$ cat config.mk
export PLATFORM = sky130hd
export DESIGN_NAME = stepper_half_step_positioner_core_flat
export DESIGN_NICKNAME = d
export VERILOG_FILES = /design/src/rtl/core/shp_pkg.sv /design/src/rtl/core/shp_if.sv /design/src/rtl/core/stepper_half_step_positioner_core.sv /design/src/flat_wrapper.sv
export SDC_FILE = /design/constraint.sdc
export NUM_CORES = 1
export LEC_CHECK = 0
export BUFFER_PORTS_ARGS = -buffer_cell sky130_fd_sc_hd__buf_4
export CAP_MARGIN = 20
export CORE_MARGIN = 4
export CORE_UTILIZATION = 66
export CTS_CLUSTER_DIAMETER = 30
export CTS_CLUSTER_SIZE = 14
export DETAILED_ROUTE_END_ITERATION = 6
export GPL_ROUTABILITY_DRIVEN = 0
export PLACE_DENSITY = 0.83
export SLEW_MARGIN = 30
export SYNTH_ARGS = -nofsm -noshare
export SYNTH_HDL_FRONTEND = slang
export SYNTH_SLANG_ARGS = --single-unit
$ cat constraint.sdc
create_clock -name clock -period 11.3 [get_ports clock]
set_clock_uncertainty 0.15 [all_clocks]
set_input_delay 1.13 -clock clock [delete_from_list [all_inputs] [get_ports clock]]
set_output_delay 1.13 -clock clock [all_outputs]
set_load 0.03 [all_outputs]
$ cat src/rtl/core/shp_pkg.sv
// Package with the shared types, constants and the coil table of the half-step positioner.
package shp_pkg;

   localparam int SHP_STEP_WIDTH = 16;
   localparam int SHP_CFG_WIDTH  = 16;
   localparam int SHP_IDX_WIDTH  = 2;
   localparam int SHP_PCT_WIDTH  = 7;
   localparam int SHP_TICK_WIDTH = 16;
   localparam int SHP_PROD_WIDTH = 23;
   localparam int SHP_RECIP_WIDTH = 24;
   localparam int SHP_RECIP_SHIFT = 30;

   localparam logic [SHP_PCT_WIDTH-1:0]   SHP_PCT_FULL = 7'd100;
   localparam logic [SHP_RECIP_WIDTH-1:0] SHP_RECIP    = 24'd10737419;

   localparam logic [SHP_IDX_WIDTH-1:0] CSR_TOTAL_STEPS   = 2'd0;
   localparam logic [SHP_IDX_WIDTH-1:0] CSR_CALIBRATED    = 2'd1;
   localparam logic [SHP_IDX_WIDTH-1:0] CSR_STEP_INTERVAL = 2'd2;

   localparam logic MODE_TICK    = 1'b0;
   localparam logic MODE_COMMAND = 1'b1;

   typedef struct packed {
      logic [3:0]               coils;
      logic                     moving;
      logic                     accepted;
      logic                     done_res;
      logic [SHP_PCT_WIDTH-1:0] position_pct;
   } rsp_type;

   function automatic logic [3:0] coil_pattern(input logic [2:0] phase);
      logic [3:0] pattern;
      case (phase)
         3'd0: pattern = 4'b0001;
         3'd1: pattern = 4'b0011;
         3'd2: pattern = 4'b0010;
         3'd3: pattern = 4'b0110;
         3'd4: pattern = 4'b0100;
         3'd5: pattern = 4'b1100;
         3'd6: pattern = 4'b1000;
         3'd7: pattern = 4'b1001;
         default: pattern = 4'b0000;
      endcase
      return pattern;
   endfunction

endpackage

$ cat src/rtl/core/shp_if.sv
// Request and response channel interfaces of the half-step positioner.
interface shp_req_if;
   logic                             valid;
   logic                             ready;
   logic                             mode;
   logic [shp_pkg::SHP_PCT_WIDTH-1:0] percent;

   modport source (output valid, output mode, output percent, input ready);
   modport sink (input valid, input mode, input percent, output ready);
endinterface

interface shp_rsp_if;
   logic                             valid;
   logic                             ready;
   logic [3:0]                       coils;
   logic                             moving;
   logic                             accepted;
   logic                             done_res;
   logic [shp_pkg::SHP_PCT_WIDTH-1:0] position_pct;

   modport source (output valid, output coils, output moving, output accepted,
                   output done_res, output position_pct, input ready);
   modport sink (input valid, input coils, input moving, input accepted,
                 input done_res, input position_pct, output ready);
endinterface

$ cat src/rtl/core/stepper_half_step_positioner_core.sv
// Top level of the half-step stepper positioner with its response buffer.
// Each request is evaluated combinationally; its response is registered and offered on the
// cycle after acceptance unless the output is stalled, and one request per cycle is sustained
// while the skid entry is empty. The path from the stored step product through one reciprocal
// multiply and a compare sets the clock. A two-entry response buffer keeps requests flowing while a response waits.
// Synchronous reset clears the control state and valid flags and sets the configuration to its defaults.
module stepper_half_step_positioner_core #(
   parameter int STEP_WIDTH = shp_pkg::SHP_STEP_WIDTH
) (
   input  logic                              clock,
   input  logic                              reset,
   shp_req_if.sink                           req_if,
   shp_rsp_if.source                         rsp_if,
   input  logic                              csr_we,
   input  logic [shp_pkg::SHP_IDX_WIDTH-1:0] csr_index,
   input  logic [shp_pkg::SHP_CFG_WIDTH-1:0] csr_wdata
);

   localparam int PW = shp_pkg::SHP_PCT_WIDTH;
   localparam int TW = shp_pkg::SHP_TICK_WIDTH;
   localparam int XW = shp_pkg::SHP_PROD_WIDTH;
   localparam int MW = shp_pkg::SHP_PROD_WIDTH + shp_pkg::SHP_RECIP_WIDTH;
   localparam int RS = shp_pkg::SHP_RECIP_SHIFT;

   logic [15:0]           total_steps_ff, total_steps_in;
   logic                  calibrated_ff, calibrated_in;
   logic [15:0]           step_interval_ff, step_interval_in;

   logic [2:0]            phase_ff, phase_in;
   logic [STEP_WIDTH-1:0] position_ff, position_in;
   logic [XW-1:0]         product_ff, product_in;
   logic [PW-1:0]         target_pct_ff, target_pct_in;
   logic                  moving_ff, moving_in;
   logic [TW-1:0]         tick_count_ff, tick_count_in;
   logic [PW-1:0]         reported_pct_ff, reported_pct_in;

   shp_pkg::rsp_type      out_ff, out_in;
   logic                  out_vld_ff, out_vld_in;
   shp_pkg::rsp_type      skid_ff, skid_in;
   logic                  skid_vld_ff, skid_vld_in;

   shp_pkg::rsp_type      result;
   logic                  accept;
   logic [MW-1:0]         scaled;
   logic [15:0]           quotient;
   logic [STEP_WIDTH-1:0] target;
   logic [15:0]           interval;
   logic [TW-1:0]         tick_inc;

   assign req_if.ready = !skid_vld_ff;
   assign accept       = req_if.valid && req_if.ready;

   // The target step is the stored product divided by 100 through a reciprocal.
   assign scaled   = MW'(product_ff) * MW'(shp_pkg::SHP_RECIP);
   assign quotient = scaled[RS+15:RS];
   assign target   = STEP_WIDTH'(quotient);
   assign interval = (step_interval_ff == 16'd0) ? 16'd1 : step_interval_ff;
   assign tick_inc = tick_count_ff + TW'(1);

   always_comb begin
      total_steps_in   = total_steps_ff;
      calibrated_in    = calibrated_ff;
      step_interval_in = step_interval_ff;
      if (csr_we) begin
         case (csr_index)
            shp_pkg::CSR_TOTAL_STEPS:   total_steps_in   = csr_wdata;
            shp_pkg::CSR_CALIBRATED:    calibrated_in    = csr_wdata[0];
            shp_pkg::CSR_STEP_INTERVAL: step_interval_in = csr_wdata;
            default: ;
         endcase
      end
   end

   always_comb begin
      phase_in        = phase_ff;
      position_in     = position_ff;
      product_in      = product_ff;
      target_pct_in   = target_pct_ff;
      moving_in       = moving_ff;
      tick_count_in   = tick_count_ff;
      reported_pct_in = reported_pct_ff;
      result          = '0;
      if (req_if.mode == shp_pkg::MODE_COMMAND) begin
         if (calibrated_ff && !moving_ff && (req_if.percent <= shp_pkg::SHP_PCT_FULL)) begin
            product_in      = XW'(req_if.percent) * XW'(total_steps_ff);
            target_pct_in   = req_if.percent;
            tick_count_in   = '0;
            moving_in       = 1'b1;
            result.accepted = 1'b1;
         end
         if (moving_in) begin
            result.coils = shp_pkg::coil_pattern(phase_ff);
         end
      end else if (moving_ff) begin
         if (position_ff == target) begin
            moving_in       = 1'b0;
            tick_count_in   = '0;
            reported_pct_in = target_pct_ff;
            result.done_res = 1'b1;
         end else begin
            tick_count_in = tick_inc;
            if (tick_inc >= interval) begin
               tick_count_in = '0;
               if (target > position_ff) begin
                  position_in = position_ff + STEP_WIDTH'(1);
                  phase_in    = phase_ff + 3'd1;
               end else begin
                  position_in = position_ff - STEP_WIDTH'(1);
                  phase_in    = phase_ff - 3'd1;
               end
            end
            result.coils = shp_pkg::coil_pattern(phase_in);
         end
      end
      result.moving       = moving_in;
      result.position_pct = reported_pct_in;
   end

   always_comb begin
      out_in      = out_ff;
      out_vld_in  = out_vld_ff;
      skid_in     = skid_ff;
      skid_vld_in = skid_vld_ff;
      if (!out_vld_ff || rsp_if.ready) begin
         if (skid_vld_ff) begin
            out_in      = skid_ff;
            out_vld_in  = 1'b1;
            skid_vld_in = 1'b0;
         end else begin
            out_in     = result;
            out_vld_in = accept;
         end
      end else if (accept) begin
         skid_in     = result;
         skid_vld_in = 1'b1;
      end
   end

   always_ff @(posedge clock) begin
      if (reset) begin
         total_steps_ff   <= '0;
         calibrated_ff    <= 1'b0;
         step_interval_ff <= 16'd2;
         phase_ff         <= '0;
         position_ff      <= '0;
         product_ff       <= '0;
         target_pct_ff    <= '0;
         moving_ff        <= 1'b0;
         tick_count_ff    <= '0;
         reported_pct_ff  <= '0;
         out_vld_ff       <= 1'b0;
         skid_vld_ff      <= 1'b0;
      end else begin
         total_steps_ff   <= total_steps_in;
         calibrated_ff    <= calibrated_in;
         step_interval_ff <= step_interval_in;
         if (accept) begin
            phase_ff        <= phase_in;
            position_ff     <= position_in;
            product_ff      <= product_in;
            target_pct_ff   <= target_pct_in;
            moving_ff       <= moving_in;
            tick_count_ff   <= tick_count_in;
            reported_pct_ff <= reported_pct_in;
         end
         out_vld_ff  <= out_vld_in;
         skid_vld_ff <= skid_vld_in;
      end
   end

   always_ff @(posedge clock) begin
      out_ff  <= out_in;
      skid_ff <= skid_in;
   end

   assign rsp_if.valid        = out_vld_ff;
   assign rsp_if.coils        = out_ff.coils;
   assign rsp_if.moving       = out_ff.moving;
   assign rsp_if.accepted     = out_ff.accepted;
   assign rsp_if.done_res     = out_ff.done_res;
   assign rsp_if.position_pct = out_ff.position_pct;

endmodule

$ cat src/flat_wrapper.sv
// flat-port wrapper written by rule: the top's interface ports become plain ports
module stepper_half_step_positioner_core_flat 
#(
   parameter int STEP_WIDTH = shp_pkg::SHP_STEP_WIDTH
)
  (clock, reset, csr_we, csr_index, csr_wdata, req_if_valid, req_if_mode, req_if_percent, req_if_ready, rsp_if_valid, rsp_if_coils, rsp_if_moving, rsp_if_accepted, rsp_if_done_res, rsp_if_position_pct, rsp_if_ready);
  shp_req_if req_if_i ();
  shp_rsp_if rsp_if_i ();
  input  logic clock;
  input  logic reset;
  input  logic csr_we;
  input  logic [shp_pkg::SHP_IDX_WIDTH-1:0] csr_index;
  input  logic [shp_pkg::SHP_CFG_WIDTH-1:0] csr_wdata;
  input wire logic [$bits(req_if_i.valid)-1:0] req_if_valid;
  input wire logic [$bits(req_if_i.mode)-1:0] req_if_mode;
  input wire logic [$bits(req_if_i.percent)-1:0] req_if_percent;
  output wire logic [$bits(req_if_i.ready)-1:0] req_if_ready;
  output wire logic [$bits(rsp_if_i.valid)-1:0] rsp_if_valid;
  output wire logic [$bits(rsp_if_i.coils)-1:0] rsp_if_coils;
  output wire logic [$bits(rsp_if_i.moving)-1:0] rsp_if_moving;
  output wire logic [$bits(rsp_if_i.accepted)-1:0] rsp_if_accepted;
  output wire logic [$bits(rsp_if_i.done_res)-1:0] rsp_if_done_res;
  output wire logic [$bits(rsp_if_i.position_pct)-1:0] rsp_if_position_pct;
  input wire logic [$bits(rsp_if_i.ready)-1:0] rsp_if_ready;
  assign req_if_i.valid = req_if_valid;
  assign req_if_i.mode = req_if_mode;
  assign req_if_i.percent = req_if_percent;
  assign req_if_ready = req_if_i.ready;
  assign rsp_if_valid = rsp_if_i.valid;
  assign rsp_if_coils = rsp_if_i.coils;
  assign rsp_if_moving = rsp_if_i.moving;
  assign rsp_if_accepted = rsp_if_i.accepted;
  assign rsp_if_done_res = rsp_if_i.done_res;
  assign rsp_if_position_pct = rsp_if_i.position_pct;
  assign rsp_if_i.ready = rsp_if_ready;
  stepper_half_step_positioner_core #(.STEP_WIDTH(STEP_WIDTH)) u_core (.clock(clock), .reset(reset), .req_if(req_if_i), .rsp_if(rsp_if_i), .csr_we(csr_we), .csr_index(csr_index), .csr_wdata(csr_wdata));
endmodule
==> results.json <==
{
  "pwr_density_cell_nw_per_um2": 65.7,
  "min_period_over_period": 0.957,
  "reg2reg_depth": 36,
  "period_minus_slack_ns": 10.82,
  "clk_pin_slew_worst_paths_ns": 0.07,
  "grt_pass1_vias": 15400,
  "synth_cells": 2091,
  "grt_start_max_net_pins": 69,
  "layout_commonest_cell": "inv_1",
  "hold_viol": 0,
  "ys_seq_area_frac": 0.159,
  "hold_path_end": "u_core.target_pct_ff[3]",
  "fmax_mhz": 92.5,
  "combPwrFrac": 0.184,
  "drive_gt1_frac": 0.0636,
  "synth_area_um2": 19400,
  "track_usage": 0.293,
  "async_flop_share": 0,
  "cp-end-kind": "flop",
  "syn_avg_cell_area_um2": 9.26,
  "overflow": 0,
  "peakVddDrop_uv": 143,
  "core_area_um2": 28800,
  "stdcell_count": 2508,
  "io_buffers": 46,
  "dp.final_hpwl_um": 36800,
  "htreeDepth": 4,
  "rows": 62,
  "diodes": 0,
  "vias": 14500,
  "finish.utilization": 0.718,
  "power_mw": 1.36,
  "worstMarginPinSlew_ns": 0.827,
  "worst-path-buf-inv": 7,
  "io_pins": 47,
  "design.die.area_um2": 32100,
  "leakage_nw": 11.1,
  "antenna_found_initial": 0,
  "clkPwrFrac": 0.423,
  "wl_per_cell_um": 17.9,
  "ys_warn_count": 0,
  "die_h_um": 179,
  "swShare": 0.308,
  "path_delay_family": "adder cells",
  "r2r_start": "u_core.product_ff[6]",
  "crit_top_cell": "fa_1",
  "area_growth_pct": 6.76,
  "p_seq_frac": 0.393,
  "wirelength_um": 44800,
  "ant_nets": 0,
  "tritoncts": "built",
  "maxSlewViolCount": 0,
  "synth-seq-cells": 140,
  "ys.flop_type": "dfxtp_1",
  "hold_slack_ns": 0.316,
  "cts_num_sinks": 140,
  "grt_pass1_wl_um": 75000,
  "cp.required_ns": 11.47,
  "min_path_type": "reg -> reg",
  "status": "finished clean",
  "p_switching_mw": 0.418,
  "hold_path_depth": 2,
  "die_w_um": 179,
  "drtIter0Drc": 1055,
  "via_per_inst": 5.80,
  "first_pass_iters": 6,
  "netlist.top_cell.by_area": "fa_1",
  "hp-start": "u_core.target_pct_ff[3]",
  "synth_top_area_share": 0.274,
  "cts_made_buffers": 17,
  "synth_edf_count": 28,
  "p_int_mw": 0.940,
  "cp_slowest_cell": "dfxtp_1",
  "arrival_ns": 10.99,
  "ys_types": 76,
  "reg2reg_setup_slack_ns": 0.48,
  "placed_cells": 2472,
  "slowest_delay_ns": 0.56,
  "cts_buffer_depth": 2,
  "synth_nets": 2716,
  "postCtsHoldBufs": 0,
  "mostFrequentLayoutCells": "inv_1 (414), ha_1 (329), fa_1 (265), nand2_1 (239), a21oi_1 (119)",
  "root_buffer": "clkbuf_16",
  "clk-insertion-delay-late_ns": 0.44,
  "layout.nets": 2736,
  "setup_violations": 0,
  "ys_top_cells_by_area": "fa_1 (27%), ha_1 (21%), dfxtp_1 (12%)",
  "reg2reg_to": "u_core.position_ff[15]",
  "cp-start-kind": "flop",
  "maxCapViolations": 0,
  "slew_headroom": 0.443,
  "worstPathMaxFanout": 12,
  "drc": 0,
  "start_util": 0.673,
  "critical_path_class": "reg -> reg"
}
## through the flow
step / cell area, µm² / setup slack, ns / TNS, ns
finish: 20700 / 0.484 / 0
CTS: 20600 / 0.540 / 0
detailed placement: 20000 / 0.562 / 0
floorplan: 19400 / 1.75 / 0
global placement: 20000 / 0.989 / 0
global route: 20700 / -0.0146 / -0.0146
## worst max path at each step
stage	from	to	slack, ns	cells past startpoint
2_1_floorplan	u_core.product_ff[3]	u_core.position_ff[15]	1.75	34
3_3_place_gp	u_core.product_ff[3]	u_core.position_ff[15]	0.99	34
3_5_place_dp	u_core.product_ff[3]	u_core.position_ff[15]	0.56	34
4_1_cts	u_core.product_ff[3]	u_core.position_ff[15]	0.54	34
5_1_grt	u_core.product_ff[6]	u_core.position_ff[15]	-0.01	36
6_report	u_core.product_ff[6]	u_core.position_ff[15]	0.48	36
## layer usage
layer  track usage  wire length, µm
met1         0.377            18500
met4        0.0908             1310
met5             0                0
met2         0.502            22100
met3        0.0612             2890
## flip-flops by register name, summed over array words and instances, names as in the netlist, named ones only
signal                      cells
u_core.rsp_if.done_res          1
u_core.rsp_if.valid             1
u_core.target_pct_ff            7
u_core.skid_vld_ff              1
u_core.rsp_if.position_pct      7
u_core.position_ff             16
u_core.moving_ff                1
u_core.skid_ff                 14
u_core.rsp_if.moving            1
u_core.phase_ff                 3
u_core.tick_count_ff           16
u_core.rsp_if.accepted          1
u_core.rsp_if.coils             4
u_core.product_ff              23
u_core.step_interval_ff        16
u_core.total_steps_ff          16
u_core.calibrated_ff            1
u_core.reported_pct_ff          7
## power groups by stage
stage | Sequential (mW) | Clock, mW | Combinational, mW
after floorplan | 0.550 | 0 | 0.168
after global placement | 0.544 | 0 | 0.229
after detailed placement | 0.544 | 0 | 0.239
after CTS | 0.533 | 0.578 | 0.242
after global routing | 0.535 | 0.598 | 0.277
final | 0.534 | 0.575 | 0.250
## timing repair
action | in CTS | in global routing
gates resized for setup | 0 | 3
buffers inserted | 0 | 4
setup endpoints to repair | 0 | 3
## synthesized netlist by cell type, types with 4 or more instances
library cell    n
mux2_2         21
o311ai_0        5
nand3b_1       10
buf_2           5
xor2_1         20
nor2_1         81
nor2b_1         6
o211ai_1        6
nor3_1         37
o21ai_0        36
fa_1          265
or3_1           6
nand2_1       239
dfxtp_1       112
o31ai_1         6
inv_1         415
xnor2_1        45
nand2b_1        7
a211oi_1        9
a21o_1         29
a31oi_1        15
nand4_1        12
a22oi_1        11
buf_1           6
edfxtp_1       28
or2_2           4
clkbuf_1       44
and2_1         48
a21oi_1       120
and3_1         11
nand3_1        26
o21a_1          7
nor4_1          6
ha_1          329
## cells by family after synthesis
family / count (synthesis) / synth area share
AOI/OAI and AO/OA: 281 / 0.0924
xor gates and xnor gates: 66 / 0.0303
adders and majority gates: 594 / 0.487
buffers and inverters: 472 / 0.0919
DFF: 140 / 0.159
muxes: 28 / 0.0163
and+or+nand+nor: 510 / 0.123
## area by class of cell
cell class,instances,area [µm²]
repair buffers,56,420
flip-flops and latches,140,3080
fillers,2016,8120
clock buffers,17,425
multi-input cells,1479,14500
well taps,384,480
clock inverters,15,171
inverters,417,1570
## worst reg2reg max path, delay by kind of cell (launching register included)
family          cells  cell delay, ns
compound gates     11            3.17
simple gates        7            1.19
buf+inv             7            0.82
mux                 1            0.36
flops               1            0.56
fa+ha+maj          10            4.44
Note: power is estimated with default switching activity, not from simulation.
